[src/rtl/src_pkg.sv]
// Package for the sensor rescale correction block.
// Holds event kinds, constants and the controller/datapath command types; no dependencies.
package src_pkg;

    localparam int LINK_COUNT_DEF = 4;

    localparam logic [11:0] NO_FACTOR = 12'd1000;
    localparam logic [9:0]  PM_SCALE  = 10'd1000;
    localparam logic [8:0]  PM_HALF   = 9'd500;
    localparam logic [13:0] CORR_MAX  = 14'd16383;

    localparam logic [1:0] REG_MIN_FACTOR     = 2'd0;
    localparam logic [1:0] REG_MAX_FACTOR     = 2'd1;
    localparam logic [1:0] REG_PENDING_WINDOW = 2'd2;

    localparam logic [2:0] KIND_READING  = 3'd0;
    localparam logic [2:0] KIND_BACKFILL = 3'd1;
    localparam logic [2:0] KIND_SET      = 3'd2;
    localparam logic [2:0] KIND_STOP     = 3'd3;
    localparam logic [2:0] KIND_TICK     = 3'd4;

    // Width of the factor quotient and its numerator.
    localparam int QUOT_W = 22;

    typedef struct packed {
        logic load;     // latch the input item
        logic div_go;   // start one division
        logic div_step; // one restoring division step
        logic update;   // commit state and form the result
    } src_cmd_t;

    typedef struct packed {
        logic need_div; // the latched item needs a factor computation
        logic div_last; // the division is on its last step
    } src_sts_t;

endpackage

[src/rtl/src_ctrl.sv]
// Controller state machine for the sensor rescale correction block.
// Depends on src_pkg for the command and status types.
module src_ctrl
    import src_pkg::*;
(
    input  logic     clk,
    input  logic     rst_n,
    input  logic     in_valid,
    output logic     in_ready,
    output logic     out_valid,
    input  logic     out_ready,
    input  src_sts_t sts,
    output src_cmd_t cmd
);

    typedef enum logic [4:0] {
        ST_IDLE   = 5'b00001,
        ST_DECIDE = 5'b00010,
        ST_DIV    = 5'b00100,
        ST_UPDATE = 5'b01000,
        ST_OUT    = 5'b10000
    } state_t;

    state_t state_reg, state_next;

    // Next state and commands.
    always_comb
    begin
        state_next = state_reg;
        cmd = '0;
        in_ready = 1'b0;
        out_valid = 1'b0;
        unique case (state_reg)
            ST_IDLE:
            begin
                in_ready = 1'b1;
                if (in_valid)
                begin
                    cmd.load = 1'b1;
                    state_next = ST_DECIDE;
                end
            end
            ST_DECIDE:
            begin
                if (sts.need_div)
                begin
                    cmd.div_go = 1'b1;
                    state_next = ST_DIV;
                end
                else
                begin
                    state_next = ST_UPDATE;
                end
            end
            ST_DIV:
            begin
                cmd.div_step = 1'b1;
                if (sts.div_last)
                begin
                    state_next = ST_UPDATE;
                end
            end
            ST_UPDATE:
            begin
                cmd.update = 1'b1;
                state_next = ST_OUT;
            end
            ST_OUT:
            begin
                out_valid = 1'b1;
                if (out_ready)
                begin
                    state_next = ST_IDLE;
                end
            end
            default:
            begin
                state_next = ST_IDLE;
            end
        endcase
    end

    // State register.
    always_ff @(posedge clk or negedge rst_n)
    begin
        if (!rst_n)
        begin
            state_reg <= ST_IDLE;
        end
        else
        begin
            state_reg <= state_next;
        end
    end

endmodule

[src/rtl/src_datapath.sv]
// Datapath of the sensor rescale correction block: state, divider and result registers.
// Depends on src_pkg for constants and the command and status types.
module src_datapath
    import src_pkg::*;
#(
    parameter int LINK_COUNT = LINK_COUNT_DEF
)
(
    input  logic        clk,
    input  logic        rst_n,
    input  src_cmd_t    cmd,
    output src_sts_t    sts,
    input  logic        cfg_valid,
    input  logic [1:0]  cfg_index,
    input  logic [15:0] cfg_data,
    input  logic [2:0]  kind,
    input  logic [15:0] sensor,
    input  logic [1:0]  link,
    input  logic [31:0] event_time,
    input  logic [11:0] raw_value,
    input  logic [11:0] target_value,
    input  logic [31:0] mono_seconds,
    output logic [13:0] corrected_value,
    output logic [11:0] applied_factor,
    output logic        activated,
    output logic        tick_expired,
    output logic [11:0] view_factor,
    output logic [11:0] view_pending,
    output logic        view_rejected,
    output logic        view_expired,
    output logic        engaged,
    output logic [11:0] raw_on_link
);

    localparam int STEP_W = $clog2(QUOT_W + 1);
    localparam int LINK_IDX_W = (LINK_COUNT > 1) ? $clog2(LINK_COUNT) : 1;

    // Reciprocal of 1000 scaled by 2^34, rounded up; exact for 24-bit dividends.
    localparam logic [24:0] RECIP_1000 = 25'd17179870;

    // Configuration registers.
    logic [11:0] min_factor_reg;
    logic [11:0] max_factor_reg;
    logic [15:0] pending_window_reg;

    // Block state.
    logic [11:0] active_factor_reg;
    logic [15:0] active_sensor_reg;
    logic [31:0] active_from_reg;
    logic [11:0] pending_target_reg;
    logic [15:0] pending_sensor_reg;
    logic [31:0] pending_deadline_reg;
    logic        reject_flag_reg;
    logic [15:0] reject_sensor_reg;
    logic        expired_flag_reg;
    logic [15:0] expired_sensor_reg;
    logic [11:0] link_raw_reg [LINK_COUNT];

    // Latched item.
    logic [2:0]  kind_reg;
    logic [15:0] sid_reg;
    logic [1:0]  link_reg;
    logic [31:0] etime_reg;
    logic [11:0] raw_reg;
    logic [11:0] target_reg;
    logic [31:0] now_reg;

    // Divider.
    logic [QUOT_W-1:0] quot_reg;
    logic [11:0]       rem_reg;
    logic [STEP_W-1:0] step_reg;
    logic [11:0]       div_target;

    logic link_ok;
    logic pend_hit;
    logic pend_expire;
    assign link_ok = 32'(link_reg) < 32'(LINK_COUNT);
    assign pend_hit = (pending_target_reg != 12'd0) && (pending_sensor_reg == sid_reg);
    assign pend_expire = (pending_deadline_reg != 32'd0) && (now_reg > pending_deadline_reg);

    // Pick the activation operands; a reading uses the pending target.
    always_comb
    begin
        div_target = target_reg;
        sts.need_div = 1'b0;
        sts.div_last = (step_reg == STEP_W'(1));
        case (kind_reg)
            KIND_READING:
            begin
                div_target = pending_target_reg;
                sts.need_div = pend_hit && !pend_expire && (raw_reg != 12'd0);
            end
            KIND_SET:
            begin
                sts.need_div = (target_reg != 12'd0) && (raw_reg != 12'd0);
            end
            default:
            begin
                sts.need_div = 1'b0;
            end
        endcase
    end

    // Restoring division step: shift in one numerator bit a cycle.
    logic [12:0] rem_shift;
    logic [12:0] rem_sub;
    assign rem_shift = {rem_reg, quot_reg[QUOT_W-1]};
    assign rem_sub = rem_shift - {1'b0, raw_reg};

    always_ff @(posedge clk)
    begin
        if (cmd.div_go)
        begin
            quot_reg <= QUOT_W'(div_target) * QUOT_W'(PM_SCALE) + QUOT_W'(raw_reg[11:1]);
            rem_reg <= 12'd0;
        end
        else if (cmd.div_step)
        begin
            if (!rem_sub[12])
            begin
                rem_reg <= rem_sub[11:0];
                quot_reg <= {quot_reg[QUOT_W-2:0], 1'b1};
            end
            else
            begin
                rem_reg <= rem_shift[11:0];
                quot_reg <= {quot_reg[QUOT_W-2:0], 1'b0};
            end
        end
    end

    always_ff @(posedge clk or negedge rst_n)
    begin
        if (!rst_n)
        begin
            step_reg <= '0;
        end
        else if (cmd.div_go)
        begin
            step_reg <= STEP_W'(QUOT_W);
        end
        else if (cmd.div_step)
        begin
            step_reg <= step_reg - STEP_W'(1);
        end
    end

    // Latch the input item.
    always_ff @(posedge clk)
    begin
        if (cmd.load)
        begin
            kind_reg <= kind;
            sid_reg <= sensor;
            link_reg <= link;
            etime_reg <= event_time;
            raw_reg <= raw_value;
            target_reg <= target_value;
            now_reg <= mono_seconds;
        end
    end

    // Next-state logic for one committed event.
    logic [11:0] af_n;
    logic [15:0] as_n;
    logic [31:0] afr_n;
    logic [11:0] pt_n;
    logic [15:0] ps_n;
    logic [31:0] pd_n;
    logic        rf_n;
    logic [15:0] rs_n;
    logic        ef_n;
    logic [15:0] es_n;
    logic        act_n;
    logic        texp_n;
    logic        do_act;
    logic        fac_ok;
    logic [11:0] pm_n;
    logic        fac_mine;
    logic        pend_mine;

    always_comb
    begin
        af_n = active_factor_reg;
        as_n = active_sensor_reg;
        afr_n = active_from_reg;
        pt_n = pending_target_reg;
        ps_n = pending_sensor_reg;
        pd_n = pending_deadline_reg;
        rf_n = reject_flag_reg;
        rs_n = reject_sensor_reg;
        ef_n = expired_flag_reg;
        es_n = expired_sensor_reg;
        act_n = 1'b0;
        texp_n = 1'b0;
        do_act = 1'b0;
        fac_ok = (quot_reg >= QUOT_W'(min_factor_reg))
            && (quot_reg <= QUOT_W'(max_factor_reg));
        case (kind_reg)
            KIND_READING:
            begin
                if (pend_hit)
                begin
                    if (pend_expire)
                    begin
                        ef_n = 1'b1;
                        es_n = sid_reg;
                    end
                    else
                    begin
                        act_n = 1'b1;
                        do_act = sts.need_div;
                    end
                    pt_n = 12'd0;
                    ps_n = 16'd0;
                    pd_n = 32'd0;
                end
            end
            KIND_SET:
            begin
                if (target_reg != 12'd0)
                begin
                    rf_n = 1'b0;
                    ef_n = 1'b0;
                    if (raw_reg != 12'd0)
                    begin
                        do_act = 1'b1;
                        pt_n = 12'd0;
                        ps_n = 16'd0;
                        pd_n = 32'd0;
                    end
                    else
                    begin
                        pt_n = target_reg;
                        ps_n = sid_reg;
                        pd_n = now_reg + 32'(pending_window_reg);
                    end
                end
            end
            KIND_STOP:
            begin
                af_n = NO_FACTOR;
                as_n = 16'd0;
                afr_n = 32'd0;
                pt_n = 12'd0;
                ps_n = 16'd0;
                pd_n = 32'd0;
                rf_n = 1'b0;
                ef_n = 1'b0;
            end
            KIND_TICK:
            begin
                if ((pending_target_reg != 12'd0) && pend_expire)
                begin
                    ef_n = 1'b1;
                    es_n = pending_sensor_reg;
                    pt_n = 12'd0;
                    ps_n = 16'd0;
                    pd_n = 32'd0;
                    texp_n = 1'b1;
                end
            end
            default:
            begin
                af_n = active_factor_reg;
            end
        endcase
        if (do_act)
        begin
            if (fac_ok)
            begin
                af_n = quot_reg[11:0];
                as_n = sid_reg;
                afr_n = etime_reg;
                rf_n = 1'b0;
            end
            else
            begin
                rf_n = 1'b1;
                rs_n = sid_reg;
            end
        end
        if ((af_n != NO_FACTOR) && (as_n == sid_reg) && (etime_reg >= afr_n))
        begin
            pm_n = af_n;
        end
        else
        begin
            pm_n = NO_FACTOR;
        end
        fac_mine = (af_n != NO_FACTOR) && (as_n == sid_reg);
        pend_mine = (pt_n != 12'd0) && (ps_n == sid_reg);
    end

    // Commit the state.
    always_ff @(posedge clk or negedge rst_n)
    begin
        if (!rst_n)
        begin
            min_factor_reg <= 12'd750;
            max_factor_reg <= 12'd1250;
            pending_window_reg <= 16'd900;
            active_factor_reg <= NO_FACTOR;
            active_sensor_reg <= '0;
            active_from_reg <= '0;
            pending_target_reg <= '0;
            pending_sensor_reg <= '0;
            pending_deadline_reg <= '0;
            reject_flag_reg <= 1'b0;
            reject_sensor_reg <= '0;
            expired_flag_reg <= 1'b0;
            expired_sensor_reg <= '0;
            for (int i = 0; i < LINK_COUNT; i++)
            begin
                link_raw_reg[i] <= '0;
            end
        end
        else
        begin
            if (cfg_valid)
            begin
                unique case (cfg_index)
                    REG_MIN_FACTOR:     min_factor_reg <= cfg_data[11:0];
                    REG_MAX_FACTOR:     max_factor_reg <= cfg_data[11:0];
                    REG_PENDING_WINDOW: pending_window_reg <= cfg_data;
                    default:            min_factor_reg <= min_factor_reg;
                endcase
            end
            if (cmd.update)
            begin
                active_factor_reg <= af_n;
                active_sensor_reg <= as_n;
                active_from_reg <= afr_n;
                pending_target_reg <= pt_n;
                pending_sensor_reg <= ps_n;
                pending_deadline_reg <= pd_n;
                reject_flag_reg <= rf_n;
                reject_sensor_reg <= rs_n;
                expired_flag_reg <= ef_n;
                expired_sensor_reg <= es_n;
                for (int i = 0; i < LINK_COUNT; i++)
                begin
                    if ((kind_reg == KIND_READING) && (32'(link_reg) == i))
                    begin
                        link_raw_reg[i] <= raw_reg;
                    end
                end
            end
        end
    end

    // Correction multiply, registered before the rounding divide by 1000.
    logic [23:0] prod_reg;
    logic        pass_reg;
    logic [11:0] raw_hold_reg;
    logic        is_data;
    assign is_data = (kind_reg == KIND_READING) || (kind_reg == KIND_BACKFILL);

    always_ff @(posedge clk)
    begin
        if (cmd.update)
        begin
            prod_reg <= 24'(raw_reg) * 24'(pm_n) + 24'(PM_HALF);
            pass_reg <= (pm_n == NO_FACTOR);
            raw_hold_reg <= raw_reg;
            applied_factor <= is_data ? pm_n : NO_FACTOR;
            activated <= act_n;
            tick_expired <= texp_n;
            view_factor <= fac_mine ? af_n : NO_FACTOR;
            view_pending <= pend_mine ? pt_n : 12'd0;
            view_rejected <= rf_n && (rs_n == sid_reg);
            view_expired <= ef_n && (es_n == sid_reg);
            engaged <= fac_mine || pend_mine;
            raw_on_link <= link_ok
                ? ((kind_reg == KIND_READING) ? raw_reg : link_raw_reg[LINK_IDX_W'(link_reg)])
                : 12'd0;
        end
    end

    // Divide by 1000 through the reciprocal: floor(x * RECIP_1000 / 2^34) equals
    // floor(x / 1000) for every x below 2^24, so no correction step is needed.
    logic [48:0] recip;
    logic [14:0] quot_1000;
    assign recip = 49'(prod_reg) * 49'(RECIP_1000);
    assign quot_1000 = recip[48:34];

    always_comb
    begin
        if (!is_data)
        begin
            corrected_value = 14'd0;
        end
        else if (pass_reg)
        begin
            corrected_value = 14'(raw_hold_reg);
        end
        else if (quot_1000 > 15'(CORR_MAX))
        begin
            corrected_value = CORR_MAX;
        end
        else
        begin
            corrected_value = quot_1000[13:0];
        end
    end

endmodule

[src/rtl/sensor_rescale_correction_core.sv]
// Top level of the sensor rescale correction block.
// Depends on src_pkg, src_ctrl and src_datapath.
// One item is handled at a time. After its input transfer, an item without a factor
// computation goes through the decide and update states to the output state; a set
// with nonzero target and raw values, or a reading with a nonzero raw value that
// activates a live pending target, also runs a restoring divider between decide and
// update, one quotient bit per cycle for a 22-bit quotient. The result stays on the
// output until transferred, and the next item is taken in the cycle after that.
module sensor_rescale_correction_core
    import src_pkg::*;
#(
    parameter int LINK_COUNT = LINK_COUNT_DEF
)
(
    input  logic        clk,
    input  logic        rst_n,
    input  logic        cfg_valid,
    output logic        cfg_ready,
    input  logic [1:0]  cfg_index,
    input  logic [15:0] cfg_data,
    input  logic        in_valid,
    output logic        in_ready,
    input  logic [2:0]  kind,
    input  logic [15:0] sensor,
    input  logic [1:0]  link,
    input  logic [31:0] event_time,
    input  logic [11:0] raw_value,
    input  logic [11:0] target_value,
    input  logic [31:0] mono_seconds,
    output logic        out_valid,
    input  logic        out_ready,
    output logic [13:0] corrected_value,
    output logic [11:0] applied_factor,
    output logic        activated,
    output logic        tick_expired,
    output logic [11:0] view_factor,
    output logic [11:0] view_pending,
    output logic        view_rejected,
    output logic        view_expired,
    output logic        engaged,
    output logic [11:0] raw_on_link
);

    src_cmd_t cmd;
    src_sts_t sts;

    assign cfg_ready = 1'b1;

    src_ctrl u_ctrl (
        .clk       (clk),
        .rst_n     (rst_n),
        .in_valid  (in_valid),
        .in_ready  (in_ready),
        .out_valid (out_valid),
        .out_ready (out_ready),
        .sts       (sts),
        .cmd       (cmd)
    );

    src_datapath #(
        .LINK_COUNT (LINK_COUNT)
    ) u_datapath (
        .clk             (clk),
        .rst_n           (rst_n),
        .cmd             (cmd),
        .sts             (sts),
        .cfg_valid       (cfg_valid),
        .cfg_index       (cfg_index),
        .cfg_data        (cfg_data),
        .kind            (kind),
        .sensor          (sensor),
        .link            (link),
        .event_time      (event_time),
        .raw_value       (raw_value),
        .target_value    (target_value),
        .mono_seconds    (mono_seconds),
        .corrected_value (corrected_value),
        .applied_factor  (applied_factor),
        .activated       (activated),
        .tick_expired    (tick_expired),
        .view_factor     (view_factor),
        .view_pending    (view_pending),
        .view_rejected   (view_rejected),
        .view_expired    (view_expired),
        .engaged         (engaged),
        .raw_on_link     (raw_on_link)
    );

endmodule
[config.mk]
export PLATFORM = sky130hd
export DESIGN_NAME = sensor_rescale_correction_core
export DESIGN_NICKNAME = d
export VERILOG_FILES = /design/src/rtl/src_pkg.sv /design/src/rtl/src_ctrl.sv /design/src/rtl/src_datapath.sv /design/src/rtl/sensor_rescale_correction_core.sv
export SDC_FILE = /design/constraint.sdc
export NUM_CORES = 2
export LEC_CHECK = 0
export BUFFER_PORTS_ARGS = -buffer_cell sky130_fd_sc_hd__buf_2
export CORE_MARGIN = 10
export CORE_UTILIZATION = 67
export CTS_CLUSTER_DIAMETER = 120
export CTS_CLUSTER_SIZE = 10
export DETAILED_ROUTE_END_ITERATION = 8
export GPL_TIMING_DRIVEN = 0
export PLACE_DENSITY_LB_ADDON = 0.08
export SYNTH_ARGS = -nofsm -noshare
export SYNTH_HDL_FRONTEND = slang
export SYNTH_SLANG_ARGS = --single-unit
export TNS_END_PERCENT = 5
[constraint.sdc]
create_clock -name clk -period 16.8 [get_ports clk]
set_input_delay 0.84 -clock clk [delete_from_list [all_inputs] [get_ports clk]]
set_output_delay 0.84 -clock clk [all_outputs]
set_load 0.005 [all_outputs]
==> results.json <==
{
  "yosysTopAreaCellShare": 0.167,
  "dr.pass1.iters": 6,
  "drt_first_iter_violations": 2346,
  "end_kind": "register",
  "synth.avg_cell_area_um2": 10.3,
  "tightest_slew_ns": 1.19,
  "crit_arrival_ns": 12.87,
  "cts_buffers": 54,
  "track_usage": 0.293,
  "synth.largest_area_cell": "edfxtp_1",
  "hp-class": "in2async",
  "ant_nets": 0,
  "slew_headroom": 0.184,
  "reg2regPathDepth": 45,
  "setup.worst_path.class": "reg2reg",
  "totalWireLength_mm": 101,
  "outcome": "finished, final reports clean",
  "drv_cap": 0,
  "skew_ns": 0.0360,
  "io_buffers": 200,
  "fp.dieH_um": 263,
  "antenna_cells": 0,
  "largest_register_ffs": 48,
  "grt_first_pass_wirelength_mm": 162,
  "cp.depth": 45,
  "antenna_found_initial": 1,
  "final.fill_count": 4303,
  "cts_tree": "done",
  "drc": 0,
  "rsz0062_at_grt": "no",
  "maxSlewViolCount": 0,
  "ys_warn_count": 0,
  "grt_max_degree": 116,
  "gp_congestion": 0.944,
  "die_area_mm2": 0.0693,
  "setup_viol": 0,
  "ys_seq_area_frac": 0.333,
  "synth_cells": 3837,
  "critPathMostFrequentCell": "o21ai_0",
  "gr-total-overflow": 0,
  "syn-num-nets": 4781,
  "cts_resized": 0,
  "clock_path_buffers": 3,
  "final_common_cell": "inv_1",
  "slowest_stage": "or4_4",
  "min_period_ns": 12.52,
  "fmax_mhz": 79.8,
  "cp_top_family": "compound AO/OA/AOI/OAI gates",
  "die_w_um": 263,
  "wl_per_cell_um": 20.6,
  "io_pins": 202,
  "layout_common_cells": "595 x inv_1, 489 x ha_1, 408 x nand2_1, 323 x fa_1, 229 x dfrtp_1",
  "cp_slowest_stage_delay_ns": 0.62,
  "yosysUniqueCellTypes": 94,
  "synth_ff_type": "dfrtp_1",
  "cts_sinks": 485,
  "cts_hold_buffers": 0,
  "core_area_mm2": 0.0588,
  "area_growth_pct": 9.21,
  "fin_nets": 5041,
  "htree_levels": 2,
  "vias": 29381,
  "core.rowCount": 89,
  "insertion_delay_ns": 0.64,
  "cts_root_buf": "clkbuf_16",
  "first_global_vias": 30234,
  "synth_edf_count": 221,
  "finalSetupTns_ns": 0,
  "cts.clk_slew.worst_paths_ns": 0.06,
  "netlist_area_mm2": 0.0396,
  "avgViaCountPerCell": 5.98,
  "dp_hpwl_mm": 77.9,
  "cp_num_buf_inv": 11,
  "hold_viol_final": 0,
  "fin_crit_sh": 0.746,
  "synth_area_leaders": "edfxtp_1 17%, fa_1 16%, ha_1 15%",
  "cts_setup_buffers": 0,
  "cp_max_fo": 10,
  "yosys_register_bits": 485,
  "drive_gt1_frac": 0.102,
  "start_util": 0.674,
  "worst_setup_path_start_kind": "register",
  "required_ns": 17.15,
  "async_flop_share": 0.520
}
routing by layer:
metal	wire (µm)	vias to the layer above	GRT usage
met5	13	-	0
met4	4360	2	0.118
met3	7730	245	0.0495
met2	48300	1145	0.487
met1	40600	14406	0.378
li1	-	13583	-
through the flow:
step	std cells	hold slack, ns	util	setup slack, ns	instance area (µm²)
after floorplan	3837	0.445	-	6.91	39600
after global placement	4810	0.457	0.708	4.72	41600
after detailed placement	4814	0.466	0.710	4.59	41700
after CTS	4911	0.124	0.736	4.43	43300
after global routing	4911	0.131	0.736	3.91	43300
final	4911	0.109	0.736	4.28	43300
cells in the mapped netlist (all sizes together), types with 21 or more instances:
cell type / number
nor2: 127
edfxtp: 221
nand2: 408
dfrtp: 229
and2: 36
buf: 29
nand4: 21
fa: 323
inv: 597
nand2b: 37
o21ai: 220
nor4: 38
nor2b: 41
nor3: 72
and3: 46
a21o: 49
mux2i: 28
a22o: 22
o31ai: 36
clkbuf: 98
mux2: 76
xnor2: 88
a22oi: 28
xor2: 36
a21oi: 97
nand3: 50
dfstp: 23
ha: 489
a31oi: 46
final timing paths:
check,start,endpoint,slack (ns)
worst max-delay path,u_datapath.sid_reg[3],u_datapath.prod_reg[22],4.28
worst min-delay path,rst_n,u_datapath.pending_deadline_reg[22],0.11
worst max register to register,u_datapath.sid_reg[3],u_datapath.prod_reg[22],4.28
worst min register to register,u_datapath.rem_reg[11],u_datapath.rem_reg[11],0.48
max in group asynchronous,rst_n,u_ctrl.state_reg[1],15.79
min in group clk,raw_value[11],u_datapath.raw_reg[11],0.38
worst reg2reg max path, delay by kind of cell, from the launching register on:
kind | cells | cell delay (ns)
AOI/OAI and AO/OA | 19 | 5.40
adders and majority gates | 8 | 2.84
buffers and inverters | 11 | 1.95
and+or+nand+nor | 6 | 1.57
DFF | 1 | 0.37
xor gates and xnor gates | 1 | 0.13
cell families (layout without fill, tap and decap cells):
logic type      Yosys count  count (layout)  share of synthesized area
compound gates          643             643                      0.104
simple gates            925             925                      0.111
mux                     116             116                     0.0366
flops                   485             485                      0.333
xor+xnor                124             124                     0.0274
other cells               1               1                  0.0000946
fa+ha+maj               812             812                      0.317
buf+inv                 731            1032                     0.0705
area by class of cell:
type / instances / area, µm² / share of cell area
multi-input combinational: 2621 / 23600 / 0.546
sequential: 485 / 13200 / 0.305
inverter: 604 / 2270 / 0.0525
clock buffer: 96 / 1530 / 0.0353
timing repair buffer: 204 / 1120 / 0.0259
tap: 773 / 967 / 0.0223
buffer: 127 / 526 / 0.0121
clock inverter: 1 / 16.3 / 0.000376
Power is not shown: default switching activity piles up to over one toggle a cycle in this logic, so the estimate is an artifact.
